===== src/sv/plf_pkg.sv =====
// ============================================================================
// plf_pkg
// Shared types and constants for the five-level priority FIFO.
// ============================================================================
package plf_pkg;

    localparam int LEVELS              = 5;
    localparam int LEVEL_W             = 3;
    localparam int SLOTS_PER_LEVEL_DEF = 16;
    localparam int ITEM_BITS_DEF       = 32;
    localparam int IN_ITEM_W           = 32;
    localparam int OUT_ITEM_W          = 32;
    localparam int S_TDATA_W           = 40;
    localparam int M_TDATA_W           = 40;

    localparam logic OP_PUT = 1'b0;
    localparam logic OP_GET = 1'b1;

    typedef enum logic [2:0] {
        ST_OK       = 3'd0,
        ST_FULL     = 3'd1,
        ST_BAD_PRIO = 3'd2,
        ST_EMPTY    = 3'd3,
        ST_ZERO     = 3'd4
    } status_t;

    typedef struct packed {
        logic capture;
        logic execute;
        logic load_read;
    } plf_cmd_t;

    typedef struct packed {
        logic out_free;
        logic is_get;
        logic found;
    } plf_sts_t;

endpackage


===== src/sv/plf_ctrl.sv =====
// ============================================================================
// plf_ctrl
// Sequencer: takes one word, runs it through the datapath, releases the port.
// ============================================================================
module plf_ctrl (
    input  logic               aclk,
    input  logic               aresetn,
    input  logic               s_tvalid,
    output logic               s_tready,
    input  plf_pkg::plf_sts_t  sts,
    output plf_pkg::plf_cmd_t  cmd
);
    import plf_pkg::*;

    typedef enum logic [1:0] {
        S_IDLE,
        S_EXEC,
        S_RDATA
    } state_t;

    state_t state_reg, state_next;
    logic   rdy_reg, rdy_next;

    always_comb begin
        state_next = state_reg;
        rdy_next   = rdy_reg;
        cmd        = '0;
        unique case (state_reg)
            S_IDLE: begin
                if (s_tvalid && rdy_reg) begin
                    cmd.capture = 1'b1;
                    state_next  = S_EXEC;
                    rdy_next    = 1'b0;
                end else begin
                    rdy_next = 1'b1;
                end
            end
            S_EXEC: begin
                if (sts.out_free) begin
                    cmd.execute = 1'b1;
                    if (sts.is_get && sts.found) begin
                        state_next = S_RDATA;
                    end else begin
                        state_next = S_IDLE;
                        rdy_next   = 1'b1;
                    end
                end
            end
            S_RDATA: begin
                cmd.load_read = 1'b1;
                state_next    = S_IDLE;
                rdy_next      = 1'b1;
            end
            default: begin
                state_next = S_IDLE;
                rdy_next   = 1'b0;
            end
        endcase
    end

    always_ff @(posedge aclk) begin
        if (!aresetn) begin
            state_reg <= S_IDLE;
            rdy_reg   <= 1'b0;
        end else begin
            state_reg <= state_next;
            rdy_reg   <= rdy_next;
        end
    end

    assign s_tready = rdy_reg;

endmodule


===== src/sv/plf_dpath.sv =====
// ============================================================================
// plf_dpath
// Ring pointers, slot memory, level select and the result register.
// ============================================================================
module plf_dpath #(
    parameter int SLOTS_PER_LEVEL = plf_pkg::SLOTS_PER_LEVEL_DEF,
    parameter int ITEM_BITS       = plf_pkg::ITEM_BITS_DEF
) (
    input  logic                             aclk,
    input  logic                             aresetn,
    input  logic                             in_op,
    input  logic [plf_pkg::IN_ITEM_W-1:0]    in_item,
    input  logic [plf_pkg::LEVEL_W-1:0]      in_level,
    input  plf_pkg::plf_cmd_t                cmd,
    output plf_pkg::plf_sts_t                sts,
    input  logic                             m_tready,
    output logic                             out_valid,
    output plf_pkg::status_t                 out_status,
    output logic [plf_pkg::OUT_ITEM_W-1:0]   out_item,
    output logic [plf_pkg::LEVEL_W-1:0]      out_level
);
    import plf_pkg::*;

    localparam int PTR_W  = (SLOTS_PER_LEVEL > 1) ? $clog2(SLOTS_PER_LEVEL) : 1;
    localparam int DEPTH  = LEVELS * SLOTS_PER_LEVEL;
    localparam int ADDR_W = $clog2(DEPTH);
    localparam logic [PTR_W-1:0]  PTR_LAST = PTR_W'(SLOTS_PER_LEVEL - 1);
    localparam logic [ADDR_W-1:0] SLOTS_A  = ADDR_W'(SLOTS_PER_LEVEL);
    localparam logic [LEVEL_W-1:0] LEVELS_L = LEVEL_W'(LEVELS);

    function automatic logic [PTR_W-1:0] ring_next(input logic [PTR_W-1:0] p);
        return (p == PTR_LAST) ? '0 : p + 1'b1;
    endfunction

    // captured request
    logic                 op_reg;
    logic [ITEM_BITS-1:0] item_reg;
    logic [LEVEL_W-1:0]   lvl_reg;

    logic [PTR_W-1:0] head_reg [LEVELS];
    logic [PTR_W-1:0] tail_reg [LEVELS];

    logic [ITEM_BITS-1:0] mem [DEPTH];
    logic [ITEM_BITS-1:0] rd_data_reg;
    logic [LEVEL_W-1:0]   hit_lvl_reg;

    logic                 valid_reg;
    status_t              status_reg;
    logic [OUT_ITEM_W-1:0] item_out_reg;
    logic [LEVEL_W-1:0]   level_out_reg;

    logic [LEVELS-1:0]  empty_v, full_v;
    logic               found;
    logic [LEVEL_W-1:0] found_lvl;
    logic               lvl_ok;
    logic [LEVEL_W-1:0] lvl_idx;
    logic [PTR_W-1:0]   tail_sel, head_sel;
    status_t            put_status;
    logic [ADDR_W-1:0]  wr_addr, rd_addr;
    logic [63:0]        in_wide, rd_wide;
    logic               out_free;

    always_comb begin
        for (int l = 0; l < LEVELS; l++) begin
            empty_v[l] = (head_reg[l] == tail_reg[l]);
            full_v[l]  = (ring_next(tail_reg[l]) == head_reg[l]);
        end
    end

    // fixed priority encoder, level 0 wins
    always_comb begin
        found     = 1'b0;
        found_lvl = '0;
        for (int l = LEVELS - 1; l >= 0; l--) begin
            if (!empty_v[l]) begin
                found     = 1'b1;
                found_lvl = LEVEL_W'(l);
            end
        end
    end

    assign lvl_ok   = (lvl_reg < LEVELS_L);
    assign lvl_idx  = lvl_ok ? lvl_reg : '0;
    assign tail_sel = tail_reg[lvl_idx];
    assign head_sel = head_reg[found_lvl];

    always_comb begin
        if (!lvl_ok) begin
            put_status = ST_BAD_PRIO;
        end else if (full_v[lvl_idx]) begin
            put_status = ST_FULL;
        end else if (item_reg == '0) begin
            put_status = ST_ZERO;
        end else begin
            put_status = ST_OK;
        end
    end

    assign wr_addr = ADDR_W'(lvl_idx) * SLOTS_A + ADDR_W'(tail_sel);
    assign rd_addr = ADDR_W'(found_lvl) * SLOTS_A + ADDR_W'(head_sel);
    assign in_wide = 64'(in_item);
    assign rd_wide = 64'(rd_data_reg);
    assign out_free = !valid_reg || m_tready;

    assign sts.out_free = out_free;
    assign sts.is_get   = (op_reg == OP_GET);
    assign sts.found    = found;

    always_ff @(posedge aclk) begin
        if (cmd.capture) begin
            op_reg   <= in_op;
            item_reg <= in_wide[ITEM_BITS-1:0];
            lvl_reg  <= in_level;
        end
    end

    // slot memory
    always_ff @(posedge aclk) begin
        if (cmd.execute && (op_reg == OP_PUT) && (put_status == ST_OK)) begin
            mem[wr_addr] <= item_reg;
        end
        if (cmd.execute && (op_reg == OP_GET) && found) begin
            rd_data_reg <= mem[rd_addr];
            hit_lvl_reg <= found_lvl;
        end
    end

    always_ff @(posedge aclk) begin
        if (!aresetn) begin
            for (int l = 0; l < LEVELS; l++) begin
                head_reg[l] <= '0;
                tail_reg[l] <= '0;
            end
        end else if (cmd.execute) begin
            if (op_reg == OP_PUT) begin
                if (put_status == ST_OK) begin
                    tail_reg[lvl_idx] <= ring_next(tail_sel);
                end
            end else if (found) begin
                head_reg[found_lvl] <= ring_next(head_sel);
            end
        end
    end

    always_ff @(posedge aclk) begin
        if (!aresetn) begin
            valid_reg <= 1'b0;
        end else if (cmd.load_read || (cmd.execute && !((op_reg == OP_GET) && found))) begin
            valid_reg <= 1'b1;
        end else if (m_tready) begin
            valid_reg <= 1'b0;
        end
    end

    always_ff @(posedge aclk) begin
        if (cmd.load_read) begin
            status_reg    <= ST_OK;
            item_out_reg  <= rd_wide[OUT_ITEM_W-1:0];
            level_out_reg <= hit_lvl_reg;
        end else if (cmd.execute && !((op_reg == OP_GET) && found)) begin
            status_reg    <= (op_reg == OP_PUT) ? put_status : ST_EMPTY;
            item_out_reg  <= '0;
            level_out_reg <= '0;
        end
    end

    assign out_valid  = valid_reg;
    assign out_status = status_reg;
    assign out_item   = item_out_reg;
    assign out_level  = level_out_reg;

endmodule


===== src/sv/five_level_priority_fifo.sv =====
// ============================================================================
// five_level_priority_fifo
// Five ring FIFOs, one per priority level; get pops from the lowest-numbered nonempty level.
// ============================================================================
// Order: a put is captured, then executed into the result register; a get
// also takes the registered read of the single slot memory (S_RDATA) before
// its result is loaded. Only one word is in flight at a time.
// A waiting result does not block acceptance of the next word.
// Reset: synchronous, active low; clears ring pointers and handshake state.
// Slot memory is not cleared.
module five_level_priority_fifo #(
    parameter int SLOTS_PER_LEVEL = plf_pkg::SLOTS_PER_LEVEL_DEF,
    parameter int ITEM_BITS       = plf_pkg::ITEM_BITS_DEF
) (
    input  logic                           aclk,
    input  logic                           aresetn,
    input  logic                           s_tvalid,
    output logic                           s_tready,
    input  logic [plf_pkg::S_TDATA_W-1:0]  s_tdata,  // item_value, priority_level
    input  logic [0:0]                     s_tuser,  // op
    output logic                           m_tvalid,
    input  logic                           m_tready,
    output logic [plf_pkg::M_TDATA_W-1:0]  m_tdata   // status, out_item, out_level
);
    import plf_pkg::*;

    plf_cmd_t              cmd;
    plf_sts_t              sts;
    status_t               res_status;
    logic [OUT_ITEM_W-1:0] res_item;
    logic [LEVEL_W-1:0]    res_level;

    plf_ctrl u_ctrl (
        .aclk     (aclk),
        .aresetn  (aresetn),
        .s_tvalid (s_tvalid),
        .s_tready (s_tready),
        .sts      (sts),
        .cmd      (cmd)
    );

    plf_dpath #(
        .SLOTS_PER_LEVEL (SLOTS_PER_LEVEL),
        .ITEM_BITS       (ITEM_BITS)
    ) u_dpath (
        .aclk       (aclk),
        .aresetn    (aresetn),
        .in_op      (s_tuser[0]),
        .in_item    (s_tdata[IN_ITEM_W-1:0]),
        .in_level   (s_tdata[IN_ITEM_W +: LEVEL_W]),
        .cmd        (cmd),
        .sts        (sts),
        .m_tready   (m_tready),
        .out_valid  (m_tvalid),
        .out_status (res_status),
        .out_item   (res_item),
        .out_level  (res_level)
    );

    assign m_tdata = {(M_TDATA_W - 3 - OUT_ITEM_W - LEVEL_W)'(0),
                      res_level, res_item, res_status};

endmodule


===== config.mk =====
export PLATFORM = sky130hd
export DESIGN_NAME = five_level_priority_fifo
export DESIGN_NICKNAME = d
export VERILOG_FILES = /design/src/sv/plf_pkg.sv /design/src/sv/plf_ctrl.sv /design/src/sv/plf_dpath.sv /design/src/sv/five_level_priority_fifo.sv
export SDC_FILE = /design/constraint.sdc
export NUM_CORES = 2
export LEC_CHECK = 0
export ABC_CLOCK_PERIOD_IN_PS = 8490
export BUFFER_PORTS_ARGS = -buffer_cell sky130_fd_sc_hd__buf_2
export CAP_MARGIN = 15
export CORE_MARGIN = 2
export CORE_UTILIZATION = 30
export DETAILED_ROUTE_END_ITERATION = 6
export PLACE_DENSITY = 0.52
export SLEW_MARGIN = 20
export SYNTH_ARGS = -nofsm -noshare
export SYNTH_HDL_FRONTEND = slang
export SYNTH_HIERARCHICAL = 1
export SYNTH_SLANG_ARGS = --single-unit

===== constraint.sdc =====
create_clock -name aclk -period 8.49 [get_ports aclk]
set_input_delay 1.698 -clock aclk [delete_from_list [all_inputs] [get_ports aclk]]
set_output_delay 1.698 -clock aclk [all_outputs]
set_load 0.02 [all_outputs]

# ---- After elaboration in Yosys (flattened, before gate mapping)
# Memories as Yosys holds them, arrays and structs flattened. A register that Yosys moved wholly into a read port is not among the register bits.
# Index checks and enable logic that the tools add are counted.
dict set report op_classes {
  n_mux 62
  add_sub_neg 9
  n_eq_ne 22
  n_lt_le_gt_ge 2
  bitwise 1
  reduce_logical 20
}
# operator n
set ops {}
lappend ops {{$mux W32} 2}
lappend ops {{$mux W3} 14}
lappend ops {{$eq A4 B4 Y1} 10}
lappend ops {{$mux W4} 9}
lappend ops {{$logic_not A32 Y1} 1}
lappend ops {{$mux W1} 31}
lappend ops {{$add A4 B1 Y4 const B} 7}
lappend ops {{$eq A4 B4 Y1 const B} 7}
lappend ops {{$add A7 B4 Y7} 2}
lappend ops {{$reduce_or A4 Y1} 2}
lappend ops {{$logic_and A1 B1 Y1} 7}
lappend ops {{$mux W2} 3}
lappend ops {{$lt A3 B4 Y1 const B} 1}
lappend ops {{$ne A2 B1 Y1 const B} 2}
lappend ops {{$pmux W2 S2} 1}
lappend ops {{$reduce_and A2 Y1} 2}
lappend ops {{$reduce_bool A2 Y1} 2}
lappend ops {{$bmux W1 S3} 1}
lappend ops {{$logic_not A3 Y1} 1}
lappend ops {{$lt A3 B3 Y1 const B} 1}
lappend ops {{$pmux W1 S3} 1}
lappend ops {{$eq A2 B1 Y1 const B} 1}
lappend ops {{$eq A2 B2 Y1 const B} 1}
lappend ops {{$logic_not A1 Y1} 2}
lappend ops {{4 further kinds} 5}
dict set report totals {
  reg_bits 81
  in_bits 45
  memories 3
  ram_bits 2600
  word_cells 129
  output_inout_bits 42
}
# memory depth word_bits read_ports rd_clocked_by_memory_dff wr line
set mem_list {}
lappend mem_list {u_dpath.mem 80 32 1 1 1 plf_dpath.sv:43} ;# logic [ITEM_BITS-1:0] mem [DEPTH];
lappend mem_list {u_dpath.head_reg 5 4 6 0 5 plf_dpath.sv:40} ;# logic [PTR_W-1:0] head_reg [LEVELS];
lappend mem_list {u_dpath.tail_reg 5 4 6 0 5 plf_dpath.sv:41} ;# logic [PTR_W-1:0] tail_reg [LEVELS];

# ---- Longest topological paths before layout
# An unclocked memory read counts as a cell.
dict set report depth {
  depth_word 16
  mapped_depth 18
  ltp_nobuf 11
}

# ---- By module
# The synthesis kept the hierarchy.
# mod instances seq_area_each_um2 cells_per_inst area_each_um2
set modules_own_cells {}
lappend modules_own_cells {plf_dpath 1 81338.0 6454 105130.8}
lappend modules_own_cells {plf_ctrl 1 60.1 26 230.2}
lappend modules_own_cells {five_level_priority_fifo 1 0.0 3 18.8}

# ---- Worst setup path before layout
# OpenSTA, ideal clock, no wires.
dict set report synth_path {
  path_type {input port to flip-flop}
  from {input m_tready}
  to {memory u_dpath/mem[63][0] (netlist bit) (enable)}
  path_buffers 1
  path_stages 8
  arrival_time_ns 5.364
  required_ns 8.029
  setup_ns 0.461
  path_slack_ns 2.665
  cell_sequence {nand2b_1 -> buf_4 -> and2_2 -> nor2b_1 -> nand2_1 -> nor3_1 -> nand3_1 -> nor3_1}
}
# element line
set synth_rtl {}
lappend synth_rtl {{start: declaration} five_level_priority_fifo.sv:22} ;# input logic m_tready,
lappend synth_rtl {{end: declaration} plf_dpath.sv:43}

==> flow_summary.yaml <==
setup_path:
  cp.required_ns: 9.08
  crit_buf_inv: 2
  critPathKind: "reg2reg"
  worstPathCellList: "xnor2_1 -> and4_1 -> o21ai_0 -> o31ai_4 -> nand2_4 -> inv_8 -> buf_4 -> mux4_2 -> a22oi_1 -> nand4_1 -> or4_1"
  max_stage_delay_ns: 0.79
  r2r_slack_ns: 1.86
  cp_data_arrival_time_ns: 7.22
  reg2reg_from: "u_dpath/tail_reg[1][2]"
  critPathLaunchType: "flop"
  reg2reg_to: "u_dpath/rd_data_reg[14]"
  critPathCaptureType: "flop"
  cp_top_family: "simple AND/OR/NAND/NOR gates"
  path_max_fanout: 82
  reg2reg_depth: 11
  crit_slowest_cell: "inv_8"
detailed_routing:
  firstDrtPassIters: 6
  routed-via-count: 60600
  drcViolationCount: 0
  viasPerCell: 5.28
  initialDrtViolationCount: 7096
  ant_nets: 0
  drt-total-wl_um: 323000
  wl_per_cell_um: 28.1
finish:
  largest-register: "u_dpath/mem"
  drive_gt1_frac: 0.154
  final_util: 0.346
  area_delta_synth_final_pct: 14.8
  fin_nets: 6715
  largest_register_ffs: 2560
  fill_cells: 32800
grt:
  antenna_found_initial: 23
  grt_pass1_vias: 59400
  groute.usage.overall: 0.177
  grt_first_pass_wirelength_um: 452000
  grt_start_max_net_pins: 198
  grt-ovfl-total: 0
floorplan:
  die_h_um: 597
  die-area_um2: 356000
  dieWidth_um: 597
  start_util: 0.302
  io_pins: 87
  placementRows: 217
  core_area_um2: 349000
place:
  place_ws_ns: 1.93
  io_buffers: 79
  gp_congestion: 0.811
  dpl.hpwl_um: 178000
power:
  p_per_area_nw_per_um2: 238
  ir_drop_v: 0.000157
  p_leak_nw: 38.5
yosys:
  yosys_most_used_dff: "edfxtp_1"
  yosys_warnings: 6
  netlist_top_cells_area: "edfxtp_1, mux4_2, nand2_1"
  synth_top_area_cell: "edfxtp_1"
  synthCells: 6483
  ys_seq_elements: 2713
  synth_cell_type_count: 83
  synth_xor_area_frac: 0.00372
  synth_compound_area_frac: 0.0556
  synth_area_per_cell_um2: 16.3
  synthMuxAreaShare: 0.0564
  synth_area_um2: 105000
  synthTopCellsByCount: "edfxtp_1, nand2_1, nand3_1"
  yosys.area_share.simple: 0.0920
  synthArstFlopShare: 0
  yosysSeqAreaShare: 0.772
  yosys.area.top_type_share: 0.771
  synth_top_family_by_area: "simple AND/OR/NAND/NOR gates"
  yosysMostFrequentCell: "edfxtp_1"
  synth-adder-area-share: 0.00131
  synth-edff-count: 2706
sta:
  tightest_slew_ns: 1.24
  fmax_mhz: 151
  rsz0062_at_grt: "false"
  hold_viol: 0
  post-route-period-util: 0.781
  finalSetupTns_ns: 0
  final-max-slew-violation-count: 0
  final-setup-viol-count: 0
  min_period_ns: 6.63
  relSlewSlack: 0.171
  setup_ws_ns: 1.86
  skew_ns: 0.0715
clocking:
  cts_resized: 0
  clock_sinks: 2713
  cts_htree_levels: 5
  cts_setup_buffers: 0
  cts_buffer_depth: 4
  worstSkewPairLatency_ns: 0.88
  root_buffer: "clkbuf_16"
  hold_buffers: 0
  clkTransAtPathRegs_ns: 0.06
  numCtsBuffers: 287
  cts_tree: "yes"
hold_path:
  min_from: "u_dpath/out_status[0]"
  min_delay_worst_endpoint: "u_dpath/out_status[0]"
  hold_class: "reg2reg"
  whs_path_depth: 2
job:
  cap_violations: 0
run_status:
  status: "finished, final reports clean"
## worst min-delay path: cells and delay by family, from the launching register on
kind | cells | cell delay [ns]
AOI/OAI and AO/OA | 1 | 0.06
buffers and inverters | 1 | 0.06
DFF | 1 | 0.32
## cells by family (layout without fill, tap and decap cells)
group | count (synthesis) | in the layout
other | 1 | 16
AND/OR/NAND/NOR | 2205 | 2205
adder cells (fa/ha/maj) | 11 | 11
buffers and inverters | 420 | 797
flip-flops | 2713 | 2713
XOR/XNOR | 43 | 43
AO/OA/AOI/OAI | 814 | 814
multiplexers | 276 | 276
## report_power, final
part,internal [W],total [W],switching [W],leakage [nW]
registers,0.0148,0.0149,0.0000451,24.5
logic,0.000545,0.00190,0.00136,9.75
clock network,0.00690,0.0120,0.00510,4.30
## per-stage QoR
step / area [µm²] / total power [W] / instances / hold slack (ns)
final: 121000 / 0.0288 / 11500 / 0.498
after global placement: 112000 / 0.0170 / 11000 / 0.485
after floorplan: 105000 / 0.0163 / 6484 / 0.481
after global routing: 121000 / 0.0296 / 11500 / 0.539
after detailed placement: 112000 / 0.0171 / 11000 / 0.502
after CTS: 121000 / 0.0290 / 11500 / 0.508
## worst max path at each step
stage               depth (start not counted)              startpoint  slack (ns)                 endpoint
global placement                            9                m_tready        1.98       u_dpath/mem[1][21]
detailed placement                         11  u_dpath/tail_reg[1][2]        1.93  u_dpath/rd_data_reg[14]
floorplan                                   8                m_tready        2.67       u_dpath/mem[63][0]
CTS                                        11  u_dpath/head_reg[0][3]        1.92  u_dpath/rd_data_reg[14]
finish                                     11  u_dpath/tail_reg[1][2]        1.86  u_dpath/rd_data_reg[14]
global route                               11  u_dpath/tail_reg[1][2]        1.73  u_dpath/rd_data_reg[14]
## cell usage in the layout (no fill, tap or decap), types with 70 or more instances in the layout
cell type  count
a32oi_1      161
mux4_2       254
a211oi_1      70
clkbuf_16    299
nand2_1     1303
buf_4        196
nand4_1       72
nor2_4        84
nand3_1      448
edfxtp_1    2706
buf_2         79
a21oi_1      181
and3_1        79
a22oi_1      181
## per-layer routing
| metal | part of all wire | wire, µm | vias to the layer above | GRT usage |
|---|---|---|---|---|
| met4 | 0.034 | 11100 | 4 | 0.0595 |
| met1 | 0.41 | 134000 | 31900 | 0.238 |
| met3 | 0.072 | 23200 | 512 | 0.0265 |
| met5 | 0.000084 | 27 | - | 0 |
| met2 | 0.48 | 155000 | 2460 | 0.293 |
| li1 | - | - | 25700 | - |
## final cells by class
| cell class | instances | area [µm²] | area share |
|---|---|---|---|
| Timing Repair Buffer | 289 | 2150 | 0.0177 |
| Multi-Input combinational cell | 3351 | 22800 | 0.189 |
| Clock inverter | 134 | 1080 | 0.00896 |
| Sequential cell | 2713 | 81400 | 0.673 |
| Clock buffer | 357 | 7700 | 0.0636 |
| Tap cell | 4599 | 5750 | 0.0476 |
| Antenna cell | 14 | 35.0 | 0.000290 |
| Inverter | 17 | 71.3 | 0.000589 |
Power figures use the tool's default switching activity.
